File: config.mk
export PLATFORM = sky130hd
export DESIGN_NAME = vfat_long_name_dir_entry_parser_top
export DESIGN_NICKNAME = d
export VERILOG_FILES = /design/src/hdl/vlfn_pkg.sv /design/src/hdl/vlfn_front.sv /design/src/hdl/vlfn_cmd_fifo.sv /design/src/hdl/vlfn_back.sv /design/src/hdl/vfat_long_name_dir_entry_parser_top.sv
export SDC_FILE = /design/constraint.sdc
export NUM_CORES = 2
export LEC_CHECK = 0
export BUFFER_PORTS_ARGS = -buffer_cell sky130_fd_sc_hd__buf_2
export CORE_AREA = 2 2 521 626
export DETAILED_ROUTE_END_ITERATION = 10
export DIE_AREA = 0 0 523 628
export HOLD_SLACK_MARGIN = 0.06
export SLEW_MARGIN = 15
export SYNTH_ARGS = -nofsm -noshare
export SYNTH_HDL_FRONTEND = slang
export SYNTH_SLANG_ARGS = --single-unit
File: constraint.sdc
create_clock -name clk -period 65.1 [get_ports clk]
set_clock_uncertainty 0.2 [all_clocks]
set_input_delay 9.765 -clock clk [delete_from_list [all_inputs] [get_ports clk]]
set_output_delay 9.765 -clock clk [all_outputs]
set_load 0.05 [all_outputs]
File: src/hdl/vlfn_pkg.sv
package vlfn_pkg;

	localparam int NAME_BYTES_DEF = 256;
	localparam int NAME_BYTES_MAX = 1024;
	// command fields are sized for the largest store
	localparam int CMD_ADDR_W = $clog2(NAME_BYTES_MAX);
	localparam int CMD_LEN_W = CMD_ADDR_W + 1;
	localparam int QUEUE_DEPTH = 2;
	localparam int MAX_CHUNKS = 30;
	localparam int SLOT_CHARS = 13;
	localparam int WIN_BYTES = SLOT_CHARS + 1;

	localparam logic [6:0] SEQ_NONE = 7'h7F;
	localparam logic [7:0] ATTR_LFN = 8'h0F;
	localparam logic [7:0] CHR_SPACE = 8'h20;
	localparam logic [7:0] CHR_DOT = 8'h2E;
	localparam logic [7:0] CHR_DELETED = 8'hE5;
	localparam int ATTR_DIR_BIT = 4;
	localparam int FIRST_SLOT_BIT = 6;

	typedef enum logic [2:0] {
		RK_SLOT_TAKEN   = 3'd0,
		RK_SLOT_CORRUPT = 3'd1,
		RK_ACCEPTED     = 3'd2,
		RK_IGNORED      = 3'd3,
		RK_CHUNK        = 3'd4
	} res_kind_t;

	typedef enum logic [1:0] {
		F_IDLE,
		F_SUM,
		F_PUSH
	} front_state_t;

	typedef enum logic [2:0] {
		B_IDLE,
		B_WRITE,
		B_RD0,
		B_RD1,
		B_STATUS,
		B_CHUNK
	} back_state_t;

	typedef struct packed {
		res_kind_t                 kind;
		logic                      wr_en;
		logic [CMD_ADDR_W-1:0]     wr_start;
		logic [8*WIN_BYTES-1:0]    wr_data;
		logic [WIN_BYTES-1:0]      wr_mask;
		logic                      long_name;
		logic [CMD_LEN_W-1:0]      name_len;
		logic                      is_dir;
		logic [15:0]               cluster;
		logic [31:0]               size;
		logic [15:0]               date_word;
		logic [15:0]               time_word;
		logic [63:0]               base;
		logic [23:0]               ext;
	} cmd_t;

	typedef struct packed {
		res_kind_t   kind;
		logic        is_dir;
		logic [15:0] cluster;
		logic [31:0] size;
		logic [15:0] date_word;
		logic [15:0] time_word;
		logic [63:0] base;
		logic [23:0] ext;
		logic        has_long;
		logic [63:0] chunk;
		logic        last;
	} result_t;

	// rotate right by one, then add
	function automatic logic [7:0] ck_step(input logic [7:0] s, input logic [7:0] b);
		return {s[0], s[7:1]} + b;
	endfunction

	// entry byte holding the low half of UCS-2 character k of a slot
	function automatic logic [4:0] char_pos(input logic [3:0] k);
		logic [4:0] p;
		unique case (k)
			4'd0:  p = 5'd1;
			4'd1:  p = 5'd3;
			4'd2:  p = 5'd5;
			4'd3:  p = 5'd7;
			4'd4:  p = 5'd9;
			4'd5:  p = 5'd14;
			4'd6:  p = 5'd16;
			4'd7:  p = 5'd18;
			4'd8:  p = 5'd20;
			4'd9:  p = 5'd22;
			4'd10: p = 5'd24;
			4'd11: p = 5'd28;
			4'd12: p = 5'd30;
			default: p = 5'd1;
		endcase
		return p;
	endfunction

endpackage

File: src/hdl/vlfn_front.sv
module vlfn_front #(
	parameter int NAME_BYTES = vlfn_pkg::NAME_BYTES_DEF
) (
	input  logic               clk,
	input  logic               arst_n,
	input  logic               in_valid,
	output logic               in_ready,
	input  logic               new_directory,
	input  logic [63:0]        entry_bytes_low,
	input  logic [63:0]        entry_bytes_mid,
	input  logic [63:0]        entry_bytes_high,
	input  logic [63:0]        entry_bytes_top,
	input  logic               cfg_wr_en,
	input  logic [15:0]        cfg_wr_data,
	output logic               cmd_push,
	output vlfn_pkg::cmd_t     cmd_data,
	input  logic               cmd_full
);

	localparam int SLOTS = NAME_BYTES / 13;
	localparam logic [6:0] SLOTS_V = 7'(SLOTS);
	localparam logic [vlfn_pkg::CMD_LEN_W-1:0] NB_V = vlfn_pkg::CMD_LEN_W'(NAME_BYTES);

	vlfn_pkg::front_state_t state_q, state_d;

	logic [255:0] ent_q;
	logic         new_dir_q;
	logic [7:0]   sum_q;
	logic [6:0]   exp_q;
	logic [7:0]   ck_q;
	logic         valid_q;
	logic [5:0]   cnt_q;
	logic [15:0]  limit_q;

	logic [7:0]   eb [32];
	logic [7:0]   sum_part;
	logic [7:0]   sum_fin;

	logic [6:0]   seq0;
	logic [7:0]   ck0;
	logic         v0;
	logic         is_slot;
	logic [5:0]   seqn;
	logic         first;
	logic         in_rng;
	logic         pass;
	logic         term;
	logic [6:0]   exp1;
	logic [7:0]   ck1;
	logic         v1;
	logic [vlfn_pkg::CMD_ADDR_W-1:0] seq13;
	logic [vlfn_pkg::CMD_LEN_W-1:0]  cnt13;
	logic [15:0]  cluster;
	logic         t0, t1, t2, el0;
	logic         plain_ok;
	logic         ok;
	logic         accept;
	logic [6:0]   nxt_exp;
	logic [7:0]   nxt_ck;
	logic         nxt_valid;
	logic [5:0]   nxt_cnt;
	vlfn_pkg::cmd_t cmd;

	always_comb begin
		for (int i = 0; i < 32; i++) begin
			eb[i] = ent_q[8*i +: 8];
		end
	end

	// checksum split in two parts: bytes 0-5 registered in F_SUM, then 6-10
	always_comb begin
		sum_part = 8'd0;
		for (int i = 0; i < 6; i++) begin
			sum_part = vlfn_pkg::ck_step(sum_part, eb[i]);
		end
		sum_fin = sum_q;
		for (int i = 6; i < 11; i++) begin
			sum_fin = vlfn_pkg::ck_step(sum_fin, eb[i]);
		end
	end

	always_comb begin
		seq0 = new_dir_q ? vlfn_pkg::SEQ_NONE : exp_q;
		ck0 = new_dir_q ? 8'd0 : ck_q;
		v0 = new_dir_q ? 1'b0 : valid_q;
		is_slot = (eb[11] == vlfn_pkg::ATTR_LFN) && (eb[12] == 8'd0) &&
			(eb[26] == 8'd0) && (eb[27] == 8'd0);
		seqn = eb[0][5:0];
		first = eb[0][vlfn_pkg::FIRST_SLOT_BIT];
		in_rng = {1'b0, seqn} < SLOTS_V;
		seq13 = vlfn_pkg::CMD_ADDR_W'(seqn) * vlfn_pkg::CMD_ADDR_W'(13);
		cnt13 = vlfn_pkg::CMD_LEN_W'(cnt_q) * vlfn_pkg::CMD_LEN_W'(13);
		cluster = {eb[27], eb[26]};

		t0 = (eb[0] == 8'd0) || (eb[0] == vlfn_pkg::CHR_SPACE);
		t1 = (eb[1] == 8'd0) || (eb[1] == vlfn_pkg::CHR_SPACE);
		t2 = (eb[2] == 8'd0) || (eb[2] == vlfn_pkg::CHR_SPACE);
		el0 = (eb[8] == 8'd0) || (eb[8] == vlfn_pkg::CHR_SPACE);
		// not free, not deleted, not "." and not ".."
		plain_ok = !t0 && (eb[0] != vlfn_pkg::CHR_DELETED) &&
			!(el0 && t1 && eb[0] == vlfn_pkg::CHR_DOT) &&
			!(el0 && !t1 && t2 && eb[0] == vlfn_pkg::CHR_DOT &&
				eb[1] == vlfn_pkg::CHR_DOT);

		exp1 = seq0;
		ck1 = ck0;
		v1 = v0;
		nxt_cnt = cnt_q;
		pass = 1'b0;
		term = 1'b0;
		ok = 1'b0;
		accept = 1'b0;
		cmd = '0;

		if (is_slot) begin
			if (first) begin
				exp1 = {1'b0, seqn};
				ck1 = eb[13];
				v1 = 1'b1;
				nxt_cnt = seqn;
			end
			term = first && in_rng;
			pass = ({1'b0, seqn} == exp1) && (eb[13] == ck1) && (seqn != 6'd0) && in_rng;
			if (!pass) begin
				v1 = 1'b0;
			end
			cmd.kind = pass ? vlfn_pkg::RK_SLOT_TAKEN : vlfn_pkg::RK_SLOT_CORRUPT;
			cmd.wr_en = pass || term;
			// passing slot: 13 chars plus terminator when first; failing first slot: terminator alone
			cmd.wr_start = pass ? (seq13 - vlfn_pkg::CMD_ADDR_W'(13)) : seq13;
			for (int k = 0; k < vlfn_pkg::SLOT_CHARS; k++) begin
				cmd.wr_data[8*k +: 8] = pass ? eb[vlfn_pkg::char_pos(4'(k))] : 8'd0;
			end
			cmd.wr_mask = pass ? {term, {vlfn_pkg::SLOT_CHARS{1'b1}}} :
				vlfn_pkg::WIN_BYTES'(1);
		end else begin
			if (seq0 != 7'd0) begin
				v1 = 1'b0;
			end
			if ((eb[11] != vlfn_pkg::ATTR_LFN) && (cluster != 16'd0)) begin
				if (v1) begin
					ok = (sum_fin == ck0);
				end else begin
					ok = plain_ok;
					if (plain_ok) begin
						cmd.wr_en = 1'b1;
						cmd.wr_mask = vlfn_pkg::WIN_BYTES'(1);
					end
				end
				accept = ok && (cluster >= 16'd2) && (cluster <= limit_q);
			end
			if (accept) begin
				cmd.kind = vlfn_pkg::RK_ACCEPTED;
				cmd.long_name = v1;
				cmd.name_len = v1 ? ((cnt13 > NB_V) ? NB_V : cnt13) : '0;
				cmd.is_dir = eb[11][vlfn_pkg::ATTR_DIR_BIT];
				cmd.cluster = cluster;
				cmd.size = {eb[31], eb[30], eb[29], eb[28]};
				cmd.date_word = {eb[25], eb[24]};
				cmd.time_word = {eb[23], eb[22]};
				cmd.base = ent_q[63:0];
				cmd.ext = {eb[10], eb[9], eb[8]};
			end else begin
				cmd.kind = vlfn_pkg::RK_IGNORED;
			end
		end

		nxt_ck = ck1;
		nxt_valid = v1;
		nxt_exp = ((exp1 == 7'd0) || (exp1 == vlfn_pkg::SEQ_NONE)) ?
			vlfn_pkg::SEQ_NONE : exp1 - 7'd1;
	end

	always_comb begin
		state_d = state_q;
		unique case (state_q)
			vlfn_pkg::F_IDLE: begin
				if (in_valid) state_d = vlfn_pkg::F_SUM;
			end
			vlfn_pkg::F_SUM: state_d = vlfn_pkg::F_PUSH;
			vlfn_pkg::F_PUSH: begin
				if (!cmd_full) state_d = vlfn_pkg::F_IDLE;
			end
			default: state_d = vlfn_pkg::F_IDLE;
		endcase
	end

	always_comb begin
		in_ready = (state_q == vlfn_pkg::F_IDLE);
		cmd_push = (state_q == vlfn_pkg::F_PUSH) && !cmd_full;
		cmd_data = cmd;
	end

	always_ff @(posedge clk or negedge arst_n) begin
		if (!arst_n) begin
			state_q <= vlfn_pkg::F_IDLE;
			exp_q <= vlfn_pkg::SEQ_NONE;
			ck_q <= 8'd0;
			valid_q <= 1'b0;
			cnt_q <= 6'd0;
			limit_q <= 16'hFFFF;
		end else begin
			state_q <= state_d;
			if (cfg_wr_en) begin
				limit_q <= cfg_wr_data;
			end
			if (cmd_push) begin
				exp_q <= nxt_exp;
				ck_q <= nxt_ck;
				valid_q <= nxt_valid;
				cnt_q <= nxt_cnt;
			end
		end
	end

	always_ff @(posedge clk) begin
		if (in_valid && in_ready) begin
			ent_q <= {entry_bytes_top, entry_bytes_high, entry_bytes_mid, entry_bytes_low};
			new_dir_q <= new_directory;
		end
		if (state_q == vlfn_pkg::F_SUM) begin
			sum_q <= sum_part;
		end
	end

endmodule

File: src/hdl/vlfn_cmd_fifo.sv
module vlfn_cmd_fifo (
	input  logic           clk,
	input  logic           arst_n,
	input  logic           push,
	input  vlfn_pkg::cmd_t push_data,
	input  logic           pop,
	output vlfn_pkg::cmd_t head,
	output logic           full,
	output logic           empty
);

	localparam int DEPTH = vlfn_pkg::QUEUE_DEPTH;
	localparam int PTR_W = (DEPTH > 1) ? $clog2(DEPTH) : 1;
	localparam int CNT_W = $clog2(DEPTH + 1);
	localparam logic [PTR_W-1:0] PTR_LAST = PTR_W'(DEPTH - 1);

	vlfn_pkg::cmd_t store_q [DEPTH];
	logic [PTR_W-1:0] wr_ptr_q, rd_ptr_q;
	logic [CNT_W-1:0] cnt_q;

	assign full = (cnt_q == CNT_W'(DEPTH));
	assign empty = (cnt_q == '0);
	assign head = store_q[rd_ptr_q];

	always_ff @(posedge clk or negedge arst_n) begin
		if (!arst_n) begin
			wr_ptr_q <= '0;
			rd_ptr_q <= '0;
			cnt_q <= '0;
		end else begin
			if (push) begin
				wr_ptr_q <= (wr_ptr_q == PTR_LAST) ? '0 : wr_ptr_q + PTR_W'(1);
			end
			if (pop) begin
				rd_ptr_q <= (rd_ptr_q == PTR_LAST) ? '0 : rd_ptr_q + PTR_W'(1);
			end
			if (push && !pop) begin
				cnt_q <= cnt_q + CNT_W'(1);
			end else if (pop && !push) begin
				cnt_q <= cnt_q - CNT_W'(1);
			end
		end
	end

	always_ff @(posedge clk) begin
		if (push) begin
			store_q[wr_ptr_q] <= push_data;
		end
	end

endmodule

File: src/hdl/vlfn_back.sv
module vlfn_back #(
	parameter int NAME_BYTES = vlfn_pkg::NAME_BYTES_DEF
) (
	input  logic              clk,
	input  logic              arst_n,
	input  vlfn_pkg::cmd_t    cmd_head,
	input  logic              cmd_empty,
	output logic              cmd_pop,
	output logic              out_valid,
	input  logic              out_ready,
	output vlfn_pkg::result_t out_res
);

	localparam int ADDR_W = $clog2(NAME_BYTES);
	localparam int ROWS = (NAME_BYTES + 7) / 8;
	localparam int ROW_W = $clog2(ROWS);
	localparam int LEN_W = ADDR_W + 1;
	localparam int POS_W = (LEN_W > 8) ? LEN_W : 8;

	vlfn_pkg::back_state_t state_q, state_d;

	vlfn_pkg::cmd_t    cmd_q;
	vlfn_pkg::result_t out_q;
	vlfn_pkg::result_t out_d;
	logic              out_valid_q;
	logic [1:0]        k_q;
	logic [4:0]        c_q;
	logic [63:0]       cur_q;

	// name store: 8-byte rows, byte write enables
	logic [63:0]       mem_q [ROWS];
	logic [63:0]       rd_data_q;
	logic              mem_we;
	logic [7:0]        mem_be;
	logic [ROW_W-1:0]  mem_waddr;
	logic [63:0]       mem_wdata;
	logic              mem_re;
	logic [ROW_W-1:0]  mem_raddr;

	logic [ADDR_W-1:0] start;
	logic [191:0]      win_data;
	logic [23:0]       win_mask;
	logic [ROW_W:0]    wrow;
	logic [7:0]        rrow;

	logic              can_load;
	logic              out_load;
	logic [POS_W-1:0]  n;
	logic [POS_W-1:0]  pos_base;
	logic [7:0]        live;
	logic [63:0]       chunk;
	logic              chunk_last;
	logic              acc_long;
	logic              has_long_now;
	logic              head_long;

	assign can_load = !out_valid_q || out_ready;
	assign n = POS_W'(cmd_q.name_len);
	assign acc_long = (cmd_q.kind == vlfn_pkg::RK_ACCEPTED) && cmd_q.long_name;
	assign head_long = (cmd_head.kind == vlfn_pkg::RK_ACCEPTED) && cmd_head.long_name;
	assign has_long_now = (cur_q[7:0] != 8'd0) && (n != '0);

	assign start = cmd_q.wr_start[ADDR_W-1:0];
	assign win_data = {80'd0, cmd_q.wr_data} << {start[2:0], 3'b000};
	assign win_mask = {10'd0, cmd_q.wr_mask} << start[2:0];
	assign wrow = (ROW_W+1)'(start >> 3) + (ROW_W+1)'(k_q);
	assign rrow = {3'd0, c_q} + 8'd2;

	// chunk c: bytes up to the first zero, within the name length
	always_comb begin
		pos_base = POS_W'({c_q, 3'b000});
		for (int j = 0; j < 8; j++) begin
			live[j] = ((pos_base + POS_W'(j)) < n) && (cur_q[8*j +: 8] != 8'd0) &&
				((j == 0) ? 1'b1 : live[(j == 0) ? 0 : j-1]);
			chunk[8*j +: 8] = live[j] ? cur_q[8*j +: 8] : 8'd0;
		end
		// next row's first byte tells whether one more chunk follows
		chunk_last = !live[7] || ((pos_base + POS_W'(8)) >= n) ||
			(c_q == 5'(vlfn_pkg::MAX_CHUNKS - 1)) || (rd_data_q[7:0] == 8'd0);
	end

	always_comb begin
		state_d = state_q;
		unique case (state_q)
			vlfn_pkg::B_IDLE: begin
				if (!cmd_empty) begin
					if (cmd_head.wr_en) state_d = vlfn_pkg::B_WRITE;
					else if (head_long) state_d = vlfn_pkg::B_RD0;
					else state_d = vlfn_pkg::B_STATUS;
				end
			end
			vlfn_pkg::B_WRITE: begin
				if (k_q == 2'd2) state_d = acc_long ? vlfn_pkg::B_RD0 : vlfn_pkg::B_STATUS;
			end
			vlfn_pkg::B_RD0: state_d = vlfn_pkg::B_RD1;
			vlfn_pkg::B_RD1: state_d = vlfn_pkg::B_STATUS;
			vlfn_pkg::B_STATUS: begin
				if (can_load) begin
					state_d = (acc_long && has_long_now) ? vlfn_pkg::B_CHUNK : vlfn_pkg::B_IDLE;
				end
			end
			vlfn_pkg::B_CHUNK: begin
				if (can_load && chunk_last) state_d = vlfn_pkg::B_IDLE;
			end
			default: state_d = vlfn_pkg::B_IDLE;
		endcase
	end

	always_comb begin
		cmd_pop = 1'b0;
		mem_we = 1'b0;
		mem_be = win_mask[8*k_q +: 8];
		mem_waddr = wrow[ROW_W-1:0];
		mem_wdata = win_data[64*k_q +: 64];
		mem_re = 1'b0;
		mem_raddr = '0;
		out_load = 1'b0;
		out_d = '0;
		unique case (state_q)
			vlfn_pkg::B_IDLE: cmd_pop = !cmd_empty;
			vlfn_pkg::B_WRITE: mem_we = 1'b1;
			vlfn_pkg::B_RD0: mem_re = 1'b1;
			vlfn_pkg::B_RD1: begin
				mem_re = 1'b1;
				mem_raddr = ROW_W'(1);
			end
			vlfn_pkg::B_STATUS: begin
				out_load = can_load;
				out_d.kind = cmd_q.kind;
				out_d.is_dir = cmd_q.is_dir;
				out_d.cluster = cmd_q.cluster;
				out_d.size = cmd_q.size;
				out_d.date_word = cmd_q.date_word;
				out_d.time_word = cmd_q.time_word;
				out_d.base = cmd_q.base;
				out_d.ext = cmd_q.ext;
				out_d.has_long = acc_long && has_long_now;
				out_d.last = !(acc_long && has_long_now);
			end
			vlfn_pkg::B_CHUNK: begin
				out_load = can_load;
				out_d.kind = vlfn_pkg::RK_CHUNK;
				out_d.chunk = chunk;
				out_d.last = chunk_last;
				mem_re = can_load && !chunk_last;
				mem_raddr = rrow[ROW_W-1:0];
			end
			default: ;
		endcase
	end

	always_ff @(posedge clk or negedge arst_n) begin
		if (!arst_n) begin
			state_q <= vlfn_pkg::B_IDLE;
			out_valid_q <= 1'b0;
			k_q <= 2'd0;
			c_q <= 5'd0;
		end else begin
			state_q <= state_d;
			if (out_load) begin
				out_valid_q <= 1'b1;
			end else if (out_ready) begin
				out_valid_q <= 1'b0;
			end
			if (cmd_pop) begin
				k_q <= 2'd0;
			end else if (state_q == vlfn_pkg::B_WRITE) begin
				k_q <= k_q + 2'd1;
			end
			if (state_q == vlfn_pkg::B_STATUS) begin
				c_q <= 5'd0;
			end else if (state_q == vlfn_pkg::B_CHUNK && can_load) begin
				c_q <= c_q + 5'd1;
			end
		end
	end

	always_ff @(posedge clk) begin
		if (cmd_pop) begin
			cmd_q <= cmd_head;
		end
		if (out_load) begin
			out_q <= out_d;
		end
		if ((state_q == vlfn_pkg::B_RD1) ||
			(state_q == vlfn_pkg::B_CHUNK && can_load && !chunk_last)) begin
			cur_q <= rd_data_q;
		end
	end

	always_ff @(posedge clk) begin
		if (mem_we) begin
			for (int j = 0; j < 8; j++) begin
				if (mem_be[j]) mem_q[mem_waddr][8*j +: 8] <= mem_wdata[8*j +: 8];
			end
		end
		if (mem_re) begin
			rd_data_q <= mem_q[mem_raddr];
		end
	end

	assign out_valid = out_valid_q;
	assign out_res = out_q;

endmodule

File: src/hdl/vfat_long_name_dir_entry_parser_top.sv
// channel   direction  handshake                 payload
// in        in         in_valid / in_ready       new_directory, entry_bytes_low..top
// out       out        out_valid / out_ready     result_kind .. name_chunk, last
// cfg       in         cfg_wr_en (no wait)       cfg_wr_data = cluster_limit
//
// Front handles an entry in turn (capture, checksum bytes 0-5, bytes 6-10 plus
// decision) and takes no new entry before it is done with the last; it stalls
// only when the 2-entry command queue is full. Back: pops a command, makes 3 row
// writes for a slot or plain-name entry, 2 store reads before an accepted long
// name, then one result per cycle (status plus up to 30 chunks) if out_ready holds.
// Reset clears sequence, checksum, valid flag and slot count and sets the limit
// to 65535; the name store is not cleared.
module vfat_long_name_dir_entry_parser_top #(
	parameter int NAME_BYTES = vlfn_pkg::NAME_BYTES_DEF
) (
	input  logic        clk,
	input  logic        arst_n,
	input  logic        in_valid,
	output logic        in_ready,
	input  logic        new_directory,
	input  logic [63:0] entry_bytes_low,
	input  logic [63:0] entry_bytes_mid,
	input  logic [63:0] entry_bytes_high,
	input  logic [63:0] entry_bytes_top,
	input  logic        cfg_wr_en,
	input  logic [15:0] cfg_wr_data,
	output logic        out_valid,
	input  logic        out_ready,
	output logic [2:0]  result_kind,
	output logic        is_directory,
	output logic [15:0] start_cluster,
	output logic [31:0] file_size,
	output logic [15:0] date_word,
	output logic [15:0] time_word,
	output logic [63:0] short_base,
	output logic [23:0] short_extension,
	output logic        has_long_name,
	output logic [63:0] name_chunk,
	output logic        last
);

	vlfn_pkg::cmd_t    push_data;
	vlfn_pkg::cmd_t    head;
	vlfn_pkg::result_t res;
	logic              push, pop, full, empty;

	vlfn_front #(.NAME_BYTES(NAME_BYTES)) u_front (
		.clk, .arst_n, .in_valid, .in_ready, .new_directory,
		.entry_bytes_low, .entry_bytes_mid, .entry_bytes_high, .entry_bytes_top,
		.cfg_wr_en, .cfg_wr_data,
		.cmd_push(push), .cmd_data(push_data), .cmd_full(full)
	);

	vlfn_cmd_fifo u_fifo (
		.clk, .arst_n, .push, .push_data, .pop, .head, .full, .empty
	);

	vlfn_back #(.NAME_BYTES(NAME_BYTES)) u_back (
		.clk, .arst_n, .cmd_head(head), .cmd_empty(empty), .cmd_pop(pop),
		.out_valid, .out_ready, .out_res(res)
	);

	assign result_kind = res.kind;
	assign is_directory = res.is_dir;
	assign start_cluster = res.cluster;
	assign file_size = res.size;
	assign date_word = res.date_word;
	assign time_word = res.time_word;
	assign short_base = res.base;
	assign short_extension = res.ext;
	assign has_long_name = res.has_long;
	assign name_chunk = res.chunk;
	assign last = res.last;

endmodule

# ---- Word level (Yosys, flattened, before mapping)
# Memories as Yosys holds them, arrays and structs flattened. A register that Yosys moved wholly into a read port is not among the register bits.
# Cells that the tools add are included.
dict set report word_totals {
  ff_bits 938
  ram_bits 2674
  in_bits 278
  out_inout_bits 240
  elab_cells 422
  memories 2
}
dict set report classes {
  addsub 28
  mul 2
  n_lt_le_gt_ge 26
  n_eq_ne 31
  shifts 4
  muxes 158
  bitwise_logic 13
  n_reduce_logical 110
}
# name words word_bits rd rd_clocked_by_memory_dff write_ports line
set memory_table {}
lappend memory_table {u_back.mem_q 32 64 1 1 1 vlfn_back.sv:31} ;# logic [63:0] mem_q [ROWS];
lappend memory_table {u_fifo.store_q 2 313 1 0 1 vlfn_cmd_fifo.sv:17} ;# vlfn_pkg::cmd_t store_q [DEPTH];
# op count
set ops {}
lappend ops {{$bmux W8 S5} 13}
lappend ops {{$mux W181} 2}
lappend ops {{$mux W8} 43}
lappend ops {{$shiftx A192 B9 Y64} 1}
lappend ops {{$shl A112 B6 Y192} 1}
lappend ops {{$mux W104} 1}
lappend ops {{$add A8 B8 Y8} 10}
lappend ops {{$ge A6 B6 Y1 const B} 13}
lappend ops {{$not A5 Y6} 13}
lappend ops {{$mux W5} 15}
lappend ops {{$logic_not A8 Y1} 8}
lappend ops {{$reduce_bool A8 Y1} 8}
lappend ops {{$lt A9 B9 Y1} 7}
lappend ops {{$mux W14} 4}
lappend ops {{$mux W1} 50}
lappend ops {{$eq A8 B6 Y1 const B} 6}
lappend ops {{$logic_and A1 B1 Y1} 46}
lappend ops {{$add A8 B3 Y9 const B} 4}
lappend ops {{$mux W7} 5}
lappend ops {{$mux W10} 3}
lappend ops {{$mux W3} 8}
lappend ops {{$shiftx A24 B6 Y8} 1}
lappend ops {{$shl A14 B3 Y24} 1}
lappend ops {{$mul A6 B4 Y10 const B} 2}
lappend ops {{other kinds (53)} 107}

# ---- Depth between registers and ports, before layout
dict set report depth {
  word_depth 18
  ltp_mapped 28
}

# ---- Modules after synthesis
# Synthesis repeated with hierarchy kept, for this count alone.
dict set report hier_totals {
  hier_cells 9702
  area_unflattened_um2 150187.8
}
# mod instances cells_per_inst area_per_inst_um2
set modules_own_cells {}
lappend modules_own_cells {vlfn_back 1 7292 110517.2}
lappend modules_own_cells {vlfn_cmd_fifo 1 1015 23603.9}
lappend modules_own_cells {vlfn_front 1 1395 16066.7}

# ---- Least setup slack after synthesis
# No wires, ideal clock.
dict set report synth_timing {
  path_kind {input port to flip-flop}
  start {input out_ready}
  end {register u_back.cur_q[0] (enable)}
  setup_time_ns 0.574
  t_arrival_ns 25.251
  t_required_ns 64.326
  path_slack_ns 39.075
  path_stages 4
  path_cell_list {nor2b_1 nor2_1 nand2_1 o21ai_0}
}
dict set report synth_between {
  elab_chain_cells 4
}
# element line
set synth_lines {}
lappend synth_lines {{start, declared} vfat_long_name_dir_entry_parser_top.sv:28} ;# input logic out_ready,
lappend synth_lines {{$logic_or A1 B1 Y1} vlfn_back.sv:57} ;# assign can_load = !out_valid_q || out_ready;
lappend synth_lines {{$logic_and A1 B1 Y1 (2 in a row)} vlfn_back.sv:186} ;# (state_q == vlfn_pkg::B_CHUNK && can_load && !chunk_last)) begin
lappend synth_lines {{$logic_or A1 B1 Y1} vlfn_back.sv:185} ;# if ((state_q == vlfn_pkg::B_RD1) ||
lappend synth_lines {{end signal, assigned} vlfn_back.sv:187} ;# cur_q <= rd_data_q;
lappend synth_lines {{end, declared} vlfn_back.sv:28} ;# logic [63:0] cur_q;
# No other way between the ends.
# A chain may end at the register's enable or synchronous reset.

# ---- Final worst setup path
dict set report layout_timing {
  start {input out_ready}
  end {register u_back.cur_q[33] (enable)}
}
# Same word-level chain as after synthesis.

==> impl_results.md <==
- Outcome: finished clean
- Die ar.: about 330000 um2
- WHS: 0.217 ns
- Clock sink total: approximately 3.6k
- Via count: 85.2k
- Worst-path cell chain: buf_2 > nor2b_1 > nor2_4 > nand2_1 > o21ai_4 > buf_4 > buf_4
- Io pins: between 500 and 600
- Final #Nets: 10.9k
- Gr usage total: between 20% and 30%
- Internal Power: 5460 uW
- Worst vdd ir: 0.0799 mV
- CTS max path bufs: 4
- F_max: 82.1 MHz
- CTS tree: yes
- Critical path origin: out_ready
- GP Congestion: 0.881
- Worst R2R Setup Slack: between 50 and 60 ns
- DRC viols: 0
- Most common cell in the netlist: edfxtp_1
- Yosys top cell area share: approximately three quarters
- Max-cap viol count: 0
- Antenna-violating nets left: 0
- Inserted Clock Buffers: approximately 360
- Routed WL per cell: around 26 um
- Width of the die: 523 um
- Fin crit share: a little under a fifth
- Detailed Routing Iterations Pass 1: 6
- DP HPWL: around 240000 um
- Commonest cells post-synth: edfxtp_1, nand2_1, nand3_1
- Setup violators final: 0
- Avg Inst Size Synth: 14.5 um2
- Top FF cell, synth: edfxtp_1
- Area grow syn2layout: 13.3%
- Detailed Route WL: approximately 390000 um
- Synthesized net count: around 10k
- Number of gates resized after CTS: 0
- Kind of critical path: input port to flip-flop
- Initial Util: between 40% and 50%
- Clock latency on the worst-skew pair: 0.94 ns
- CP delay by family, top: buffers and inverters
- Setup TNS: 0 ns
- Fin. Hold Viols: 0
- Reg power frac: between 30% and 40%
- Worst EP arrival: 12.50 ns
- Synthesized area: 144000 um2
- End of the critical path: u_back.cur_q[33]$_DFFE_PP_
- Worst-path clk slew: 0.06 ns
- Peak fanout along the critical path: 40
- Register area share after synthesis: between 70% and 80%
- Final Max Tran Viols: 0
- RSZ-0062 raised after global routing: false
- Post-CTS Setup Bufs: 0
- Psw: roughly 3200 uW
- Dominant cells by area after synthesis: edfxtp_1, nand2_1, mux2_2
- H-tree levels: 5
- Vias in the first global route: between 80k and 90k
- Filler instances: between 20k and 30k
- Root buffer cell: clkbuf_16
- Switching share of power: about 37%
- Reg area: ~110000 um2
- Port buffer count: approximately 490
- Worst reg2reg startpoint: u_front.ent_q[49]$_DFFE_PP_
- Ys Warns: 0
- CTS Hold Bufs: 0
- Crit-path slowest cell: nor2_4
- WP data required: between 60 and 70 ns
- Multi-input logic area: 34700 um2
- DRC marker count from the first detailed-route iteration: between 8k and 9k
- Maximum number of pins on one net before global-route repair: 181
- Initial antenna violation count: 63
- Worst r2r path cells: 28
- Core Rows: roughly 230
- CP bufs+invs: 3
- CP endpoint kind: flip-flop
- Post-synth EDFFs: about 3.5k
- Critical Path Most Common Cell: buf_4
- Static leakage: 0.0578 uW
- Worst-Margin Slew: between 1 and 1.5 ns
- First-pass GRT wire length: about 570000 um
- Synth cell types: between 80 and 90
- PwrDens: between 50 and 60 nW/um2
- Synth Register Bits: ~3.6k
- Final min period: approximately 12 ns
- Total grt overflow: 0
- Die H: around 630 um
- Area leader, netlist: edfxtp_1
- Async SR Flop Fraction: under 10%
- Core ar.: 323000 um2
- Mapped Cells: ~10k
- Combinational share of power: 36.8%
- Layout cell share with drive strength beyond 1: 15.6%
- Slew HR: 10.7%
- Crit path largest cell delay: approximately 0.76 ns
- Nature of the critical path startpoint: input port
- R2r endpoint: u_fifo.store_q[1][71]$_DFFE_PP_
- Clk pwr share: 23.6%
- Hold/Removal Path Class: flip-flop to flip-flop
- Via/cell ratio: around 5.7
- CP Depth: 7
## state kept, by name, summed over array words and instances (netlist names), 2 cells and up
| register | cells |
|---|---|
| u_back.mem_q | 2048 |
| u_fifo.store_q | 594 |
| u_back.cmd_q | 296 |
| u_back.out_res | 238 |
| u_front.ent_q | 224 |
| u_back.cur_q | 64 |
| u_back.rd_data_q | 64 |
| u_front.limit_q | 16 |
| u_front.ck_q | 8 |
| u_front.sum_q | 8 |
| u_front.exp_q | 7 |
| u_front.cnt_q | 6 |
| u_back.c_q | 5 |
| u_back.state_q | 3 |
| u_back.k_q | 2 |
| u_fifo.cnt_q | 2 |
| u_front.state_q | 2 |
## metrics by stage
stage / instance area, um2 / instances / util [%] / worst slack [ns] / total power, uW
global route: 164000 / 14976 / 50.7 / 52.81 / 9090
detailed placement: 152000 / 14330 / 47.1 / 52.00 / 6680
global placement: 152000 / 14330 / 47.1 / 52.06 / 6600
CTS: 164000 / 14971 / 50.7 / 52.95 / 8740
finish: 164000 / 14996 / 50.7 / 52.92 / 8700
floorplan: 144000 / 9975 / - / 39.08 / 5630
## placed cells by master, fill, tap and decap left out, types with 24 or more instances in the layout
master,count
edfxtp_1,3537
nand2_1,1791
nand3_1,517
buf_2,485
nor2_1,377
clkbuf_16,367
a21oi_1,343
mux2_2,342
and2_1,334
mux2i_1,273
a32oi_1,240
and3_1,192
buf_4,183
o21ai_0,175
ha_1,148
inv_1,115
nor3_1,93
a31oi_1,93
a21o_1,88
xnor2_1,87
nand4_1,80
clkinv_1,80
clkbuf_1,60
clkinv_2,53
nor2b_1,38
bufinv_16,34
nor4_1,31
dfrtp_1,29
xor2_1,26
a22oi_1,26
a211oi_1,25
diode_2,24
o22a_1,24
## cells by family after synthesis
kind of cell             share of synthesized area [%]
flip-flops                                        74.5
AND/OR/NAND/NOR                                   11.2
AO/OA/AOI/OAI                                     5.57
buffers and inverters                             1.93
multiplexers                                      4.59
adder cells (fa/ha/maj)                           1.52
XOR/XNOR                                         0.685
## area by class of cell
cell class,count,area share (%)
Sequential cell,3592,65.8
Multi-Input combinational cell,5674,21.2
Clock buffer,432,5.79
Tap cell,4273,3.27
Timing Repair Buffer,673,2.38
Clock inverter,209,1.28
Inverter,119,0.274
Antenna cell,24,0.0367
## power groups by stage
stage	registers, uW	logic (uW)	clock network [uW]
floorplan	3650	1980	0
global placement	3490	3110	0
detailed placement	3500	3190	0
CTS	3450	3210	2090
global route	3470	3440	2180
finish	3450	3200	2050
## routing by layer
metal	track usage [%]	routed length [um]
met5	0	444
met4	9.81	16900
met3	5.04	30800
met2	38.5	191000
met1	29.7	153000
## worst min-delay path by stage
stage                                   start                          to  slack [ns]  cells after the start
2_1_floorplan  u_back.rd_data_q[10]$_DFFE_PP_  u_back.cur_q[10]$_DFFE_PP_        0.20                      0
3_3_place_gp   u_back.rd_data_q[19]$_DFFE_PP_  u_back.cur_q[19]$_DFFE_PP_        0.20                      0
3_5_place_dp   u_back.rd_data_q[43]$_DFFE_PP_  u_back.cur_q[43]$_DFFE_PP_        0.20                      0
4_1_cts        u_back.rd_data_q[43]$_DFFE_PP_  u_back.cur_q[43]$_DFFE_PP_        0.22                      0
5_1_grt        u_back.rd_data_q[28]$_DFFE_PP_  u_back.cur_q[28]$_DFFE_PP_        0.23                      0
6_report       u_back.rd_data_q[43]$_DFFE_PP_  u_back.cur_q[43]$_DFFE_PP_        0.22                      0
No activity file was read; power rests on OpenSTA's default activity.
